File: config.mk
export PLATFORM = sky130hd
export DESIGN_NAME = sorted_list_insert_delete
export DESIGN_NICKNAME = d
export VERILOG_FILES = /design/src/hdl/slid_pkg.sv /design/src/hdl/slid_cell.sv /design/src/hdl/sorted_list_insert_delete.sv
export SDC_FILE = /design/constraint.sdc
export NUM_CORES = 2
export LEC_CHECK = 0
export ABC_CLOCK_PERIOD_IN_PS = 5530
export BUFFER_PORTS_ARGS = -buffer_cell sky130_fd_sc_hd__buf_2
export CORE_UTILIZATION = 40
export DETAILED_ROUTE_END_ITERATION = 16
export PLACE_DENSITY_LB_ADDON = 0.12
export SETUP_SLACK_MARGIN = 0.4
export SLEW_MARGIN = 10
export SYNTH_ARGS = -nofsm -noshare
export SYNTH_HDL_FRONTEND = slang
export SYNTH_SLANG_ARGS = --single-unit
File: constraint.sdc
create_clock -name i_clk -period 5.53 [get_ports i_clk]
set_clock_uncertainty 0.2 [all_clocks]
set_input_delay 0.2765 -clock i_clk [delete_from_list [all_inputs] [get_ports i_clk]]
set_output_delay 0.2765 -clock i_clk [all_outputs]
set_load 0.005 [all_outputs]
File: src/hdl/slid_pkg.sv
// ----------------------------------------------------------------------------
// slid_pkg
// Shared types and codes for the sorted list insert / delete block.
// ----------------------------------------------------------------------------
package slid_pkg;

    // operation selected by the input transaction
    typedef enum logic {
        OP_INSERT = 1'b0,
        OP_DELETE = 1'b1
    } t_op;

    // result status codes
    typedef enum logic [1:0] {
        ST_OK        = 2'd0,
        ST_NOT_FOUND = 2'd1,
        ST_FULL      = 2'd2
    } t_status;

    // command broadcast to every cell of the chain
    typedef struct packed {
        logic               ins_en;
        logic               del_en;
        logic signed [31:0] value;
    } t_cmd;

endpackage

File: src/hdl/slid_cell.sv
// ----------------------------------------------------------------------------
// slid_cell
// One slot of the sorted chain: compares its entry with the broadcast value
// and keeps, loads, or takes a neighbor's entry.
// ----------------------------------------------------------------------------
module slid_cell #(
    parameter int CNT_W = 5,
    parameter int INDEX = 0
) (
    input  logic               i_clk,
    input  slid_pkg::t_cmd     i_cmd,
    input  logic [CNT_W-1:0]   i_count,
    input  logic signed [31:0] i_left_value,
    input  logic               i_left_lt,
    input  logic signed [31:0] i_right_value,
    output logic signed [31:0] o_value,
    output logic               o_lt,
    output logic               o_eq
);
    import slid_pkg::*;

    localparam logic [CNT_W-1:0] IdxVal = CNT_W'(INDEX);

    logic signed [31:0] r_value;
    logic signed [31:0] n_value;
    logic               w_occupied;

    assign w_occupied = (i_count > IdxVal);
    assign o_lt       = w_occupied && (r_value < i_cmd.value);
    assign o_eq       = w_occupied && (r_value == i_cmd.value);
    assign o_value    = r_value;

    // cells below the insert / delete point keep their entry
    always_comb begin
        n_value = r_value;
        priority if (i_cmd.ins_en && !o_lt) begin
            if (i_left_lt) begin
                n_value = i_cmd.value;
            end else begin
                n_value = i_left_value;
            end
        end else if (i_cmd.del_en && !o_lt) begin
            n_value = i_right_value;
        end
    end

    always_ff @(posedge i_clk) begin
        r_value <= n_value;
    end

endmodule

File: src/hdl/sorted_list_insert_delete.sv
// ----------------------------------------------------------------------------
// sorted_list_insert_delete
// Bounded ascending list of signed values with insert and delete-first-equal.
// ----------------------------------------------------------------------------
// The list is a row of CAPACITY compare-and-shift cells. Each transaction on
// the slave side is either an insert (tuser = 0) or a delete of the first
// entry equal to the value (tuser = 1). All cells compare against the value
// in parallel and shift one place right (insert) or left (delete) in the same
// clock, so one transaction is taken per cycle and its result appears on the
// master side in the cycle after acceptance, from the registered status and
// count. A pending result that is not taken holds off the next input. Every
// transaction returns one result: status (ok, not found, insert refused full),
// entry count after the operation, and the smallest entry with a valid flag
// (value reads zero when the list is empty). Entries beyond the count hold
// stale data and are never shown.
module sorted_list_insert_delete #(
    parameter int CAPACITY = 16
) (
    input  logic        i_clk,
    input  logic        i_rst_n,
    // slave side
    input  logic        i_s_tvalid,
    output logic        o_s_tready,
    input  logic [31:0] i_s_tdata,   // [31:0] value
    input  logic        i_s_tuser,   // [0] mode
    // master side
    output logic        o_m_tvalid,
    input  logic        i_m_tready,
    output logic [39:0] o_m_tdata    // [1:0] status, [6:2] entry_count,
                                     // [38:7] smallest_value, [39] smallest_valid
);
    import slid_pkg::*;

    localparam int CNT_W = $clog2(CAPACITY + 1);
    localparam logic [CNT_W-1:0] CapVal = CNT_W'(CAPACITY);

    // control state
    logic             r_out_valid;
    logic             n_out_valid;
    logic [CNT_W-1:0] r_count;
    logic [CNT_W-1:0] n_count;
    t_status          r_status;
    t_status          n_status;

    // chain signals
    logic signed [31:0] w_val [CAPACITY];
    logic               w_lt  [CAPACITY];
    logic [CAPACITY-1:0] w_eq;
    logic               w_found;
    logic               w_full;
    logic               w_accept;
    t_op                w_op;
    t_cmd               w_cmd;

    logic [31:0]        w_count_ext;
    logic signed [31:0] w_smallest;
    logic               w_nonempty;

    // handshake: a held result blocks new input
    assign o_s_tready = !r_out_valid || i_m_tready;
    assign w_accept   = i_s_tvalid && o_s_tready;
    assign w_op       = t_op'(i_s_tuser);

    assign w_found = |w_eq;
    assign w_full  = (r_count >= CapVal);

    // command seen by every cell
    always_comb begin
        w_cmd.value  = i_s_tdata;
        w_cmd.ins_en = w_accept && (w_op == OP_INSERT) && !w_full;
        w_cmd.del_en = w_accept && (w_op == OP_DELETE) && w_found;
    end

    // row of cells, each linked to both neighbors
    for (genvar g = 0; g < CAPACITY; g++) begin : g_cell
        logic signed [31:0] w_left_value;
        logic               w_left_lt;
        logic signed [31:0] w_right_value;

        if (g == 0) begin : g_head
            assign w_left_value = w_cmd.value;
            assign w_left_lt    = 1'b1;
        end else begin : g_body
            assign w_left_value = w_val[g-1];
            assign w_left_lt    = w_lt[g-1];
        end

        if (g == CAPACITY - 1) begin : g_tail
            assign w_right_value = w_val[g];
        end else begin : g_inner
            assign w_right_value = w_val[g+1];
        end

        slid_cell #(
            .CNT_W (CNT_W),
            .INDEX (g)
        ) u_cell (
            .i_clk         (i_clk),
            .i_cmd         (w_cmd),
            .i_count       (r_count),
            .i_left_value  (w_left_value),
            .i_left_lt     (w_left_lt),
            .i_right_value (w_right_value),
            .o_value       (w_val[g]),
            .o_lt          (w_lt[g]),
            .o_eq          (w_eq[g])
        );
    end

    // count, status and result valid
    always_comb begin
        n_count     = r_count;
        n_status    = r_status;
        n_out_valid = r_out_valid && !i_m_tready;
        if (w_cmd.ins_en) begin
            n_count = r_count + 1'b1;
        end else if (w_cmd.del_en) begin
            n_count = r_count - 1'b1;
        end
        if (w_accept) begin
            n_out_valid = 1'b1;
            unique case (w_op)
                OP_INSERT: n_status = w_full  ? ST_FULL : ST_OK;
                OP_DELETE: n_status = w_found ? ST_OK   : ST_NOT_FOUND;
                default:   n_status = ST_OK;
            endcase
        end
    end

    always_ff @(posedge i_clk) begin
        if (!i_rst_n) begin
            r_out_valid <= 1'b0;
            r_count     <= '0;
            r_status    <= ST_OK;
        end else begin
            r_out_valid <= n_out_valid;
            r_count     <= n_count;
            r_status    <= n_status;
        end
    end

    // result fields read straight from the list state, which holds while
    // a result waits
    assign w_count_ext = 32'(r_count);
    assign w_nonempty  = (r_count != '0);
    assign w_smallest  = w_nonempty ? w_val[0] : 32'sd0;

    assign o_m_tvalid = r_out_valid;
    assign o_m_tdata  = {w_nonempty, w_smallest, w_count_ext[4:0], r_status};

`ifndef NO_ASSERTIONS
    // count never runs past the capacity
    a_count_bound: assert property (@(posedge i_clk) disable iff (!i_rst_n)
        r_count <= CapVal)
        else $error("entry count exceeds capacity");

    // a refused insert is only reported while the list is full
    a_full_status: assert property (@(posedge i_clk) disable iff (!i_rst_n)
        (r_out_valid && (r_status == ST_FULL)) |-> (r_count == CapVal))
        else $error("full status with free slots");

    // a successful delete removes exactly one entry
    a_delete_count: assert property (@(posedge i_clk) disable iff (!i_rst_n)
        w_cmd.del_en |=> (r_count == $past(r_count) - 1'b1))
        else $error("delete did not shrink the list by one");

    // head of the list stays in ascending order
    a_head_order: assert property (@(posedge i_clk) disable iff (!i_rst_n)
        (r_count >= CNT_W'(2)) |-> (w_val[0] <= w_val[1]))
        else $error("list head out of order");
`endif

endmodule
==> out/qor.txt <==
Path category of the worst min-delay check: in -> reg
Reg2Reg Depth: 10
Die Y: 311 µm
Int Power: 8.47 mW
Placer Congestion: 0.900
Nets: 4333
Sequential element share of the synthesized area: 40.7%
Routed WL per cell: 24.7 µm
H-tree levels: 3
Post-route cell area: 0.0430 mm²
Largest net degree at the start of global routing: 65
Worst setup SP type: input pin
Core area: 0.0939 mm²
Share of layout cells above drive strength 1: 12.3%
Critical Path Fanout Max: 29
Area contributors post-synth: edfxtp_1 (40%), ha_1 (17%), mux2i_1 (10%)
Unrepaired setup endpoints after global routing: false
Vias after detailed routing: 30000
Mapped Area: 0.0382 mm²
Vias in the first global route: 29800
Final worst slack: 975 ps
Clk buf depth: 3
Slowest CP cell: nor3_1
Post-DRT Antenna Nets: 0
Crit-path cells: buf_2 -> inv_1 -> buf_4 -> ha_1 -> nand4_1 -> nor2_1 -> nand4_1 -> nor3_1 -> o31ai_1 -> o211ai_1 -> mux2i_1 -> a21oi_4 -> buf_4
Sw power: 3.83 mW
Fillers: 9036
Initial Utilization: 40.6%
TritonCTS buffer count: 67
Port Buffer Count: 78
Wire length of the first global-routing pass: 189 mm
Achievable frequency: 220 MHz
Reg area: 0.0155 mm²
FF-to-FF End: g_cell[15].u_cell.o_value[30]$_DFFE_PP_
Global Route Usage Sum: 25.5%
Crit path launch: i_s_tdata[28]
Initial antenna violation count: 1
Max-slew violations: 0
R2R Setup Slk: 1000 ps
Slowest cell delay on critical path: 840 ps
Row count: 112
Average size of a mapped cell: 10.4 µm²
Vias/cell: 5.91
RR Startpoint: g_cell[15].u_cell.o_value[29]$_DFFE_PP_
Max Cap Violations: 0
Final Total Pwr: 12.3 mW
CP Capture Type: flip-flop
Most used flip-flop cell after synthesis: edfxtp_1
Period utilisation layout: 82.4%
Max IR drop VDD: 0.162 mV
Die area: 0.0966 mm²
Die span in x: 311 µm
Register bit count reported by yosys: 520
Required time of the critical path: 5590 ps
Setup WS pre-CTS: 430 ps
CTS tree: done
Rel. slew slack: 33.1%
Setup_tns: 0 ps
Clk pwr share: 35.8%
Total global routing overflow: 0
Synth Warn #: 0
Worst slew pin tran: 990 ps
Register share of total power: 40.8%
Status: finished clean
Clk slew on worst S/H paths: 60 ps
Post-synth ARST share: 0%
Num ports: 79
Critical Path AT: 4610 ps
Placed standard-cell area: 0.0409 mm²
Area of the multi-input gates: 0.0216 mm²
Static Leak: 17.8 nW
Pwr dens: 286 mW/mm²
Setup Viol. Count Final: 0
Number of flops mapped to enable cells by yosys: 512
Cell type with the largest total area after synthesis: edfxtp_1
Post-synth net total: 4230
Ant. Diodes: 0
1st-iter DRT viols: 2540
Post-route DRC: 0
Final hold viol count: 0
Net Sw Frac: 31.2%
Combinational fraction of design power: 23.4%
Gate Count Post-Synth: 3676
Synth cell types: 75
Clk_lat worst skew: 620 ps
Detail Placement HPWL: 97.4 mm
CTS Root Buffer Type: clkbuf_16
Synth top area share: 40.3%
Critical Path End: g_cell[15].u_cell.o_value[30]$_DFFE_PP_
Area growth from synthesis to layout: 12.8%
Kind of critical path: in -> reg
DRT Pass-1 Iters: 5
Final wirelength: 125 mm
CTS sink cnt: 520
Fin crit period: 4560 ps
[through the flow]
stage / std cells / util, % / hold WS [ps]
floorplan: 3676 / - / 215
global placement: 4960 / 43.5 / 370
detailed placement: 4960 / 43.5 / 374
CTS: 5081 / 45.8 / 46.7
global route: 5081 / 45.8 / 58.2
finish: 5081 / 45.8 / 67.5
[state kept, by name, summed over array words and instances (netlist names)]
register	cells
o_m_tvalid	1
r_status	2
r_count	5
g_cell.u_cell.o_value	512
[synthesized netlist by cell type (58+ instances only)]
master,count
o21ai_0,235
inv_1,74
nand4_1,110
ha_1,517
buf_2,58
nand2_1,245
nand3_1,62
mux2_2,93
clkbuf_1,123
mux2i_1,391
edfxtp_1,512
nor2_1,247
a21oi_1,579
[logic make-up (layout without fill, tap and decap cells)]
logic type / count (synthesis) / in the layout / synth area share (%)
muxes: 519 / 519 / 14.1
xor gates and xnor gates: 3 / 3 / 0.0689
DFF: 520 / 520 / 40.7
adders and majority gates: 517 / 517 / 17.0
buffers and inverters: 280 / 431 / 3.19
AOI/OAI and AO/OA: 1004 / 1004 / 14.6
and+or+nand+nor: 833 / 833 / 10.4
[power by group through the flow]
stage / Combinational (mW) / Sequential (mW) / Clock (mW)
floorplan: 1.96 / 4.97 / 0
global placement: 2.79 / 5.10 / 0
detailed placement: 2.84 / 5.10 / 0
CTS: 2.85 / 5.02 / 4.50
global route: 3.19 / 5.04 / 4.62
finish: 2.88 / 5.02 / 4.41
[worst max-delay path, delay by kind of cell]
kind                     cells  cell delay [ps]
AO/OA/AOI/OAI                3              910
adder cells (fa/ha/maj)      1              170
buffers and inverters        4             1380
multiplexers                 1              220
AND/OR/NAND/NOR              4             1610
[cell type report]
type	instances	share of cell area, %
multi-input cells	2876	50.2
flip-flops and latches	520	36.1
clock buffers	96	4.53
repair buffers	240	4.43
well taps	1254	3.65
inverters	74	0.645
clock inverters	21	0.419
[worst min path at each step]
stage / start / end / slack, ps / depth (start not counted)
floorplan: i_s_tvalid / o_m_tvalid$_SDFF_PN0_ / 220 / 2
finish: i_s_tdata[13] / g_cell[0].u_cell.o_value[13]$_DFFE_PP_ / 70 / 3
detailed placement: g_cell[15].u_cell.o_value[4]$_DFFE_PP_ / g_cell[14].u_cell.o_value[4]$_DFFE_PP_ / 370 / 1
CTS: i_s_tdata[1] / g_cell[0].u_cell.o_value[1]$_DFFE_PP_ / 50 / 3
global placement: g_cell[14].u_cell.o_value[12]$_DFFE_PP_ / g_cell[13].u_cell.o_value[12]$_DFFE_PP_ / 370 / 2
global route: i_s_tdata[1] / g_cell[0].u_cell.o_value[1]$_DFFE_PP_ / 60 / 3
[timing repair]
item                      4_1_cts  5_1_grt
hold buffers                    4        0
setup buffers                   0        0
gates resized for setup         0        0
hold endpoints to repair        8        0
[metal layers]
layer	track usage, %	wire, µm	up-vias
li1	-	-	14300
met1	36.8	59500	14800
met2	39.7	56100	756
met3	3.50	6600	167
met4	6.86	3180	0
met5	0	0	-
[cells in the final DEF (no fill, tap or decap), drive strengths merged, types with 7 or more instances in the layout]
cell type	instances
mux2	127
nor3	27
o21a	14
mux2i	392
dfxtp	8
nand2b	13
a21boi	12
edfxtp	512
and4	13
clkbuf	96
nor2	249
buf	236
nand4	110
o21ai	247
a211oi	16
nor2b	28
and2	41
nand2	245
clkinv	15
ha	517
o211ai	18
a221oi	17
nor4	15
a221o	7
a21oi	580
a21o	36
or3	12
nand3	62
inv	75
(Power assumes the default switching activity.)
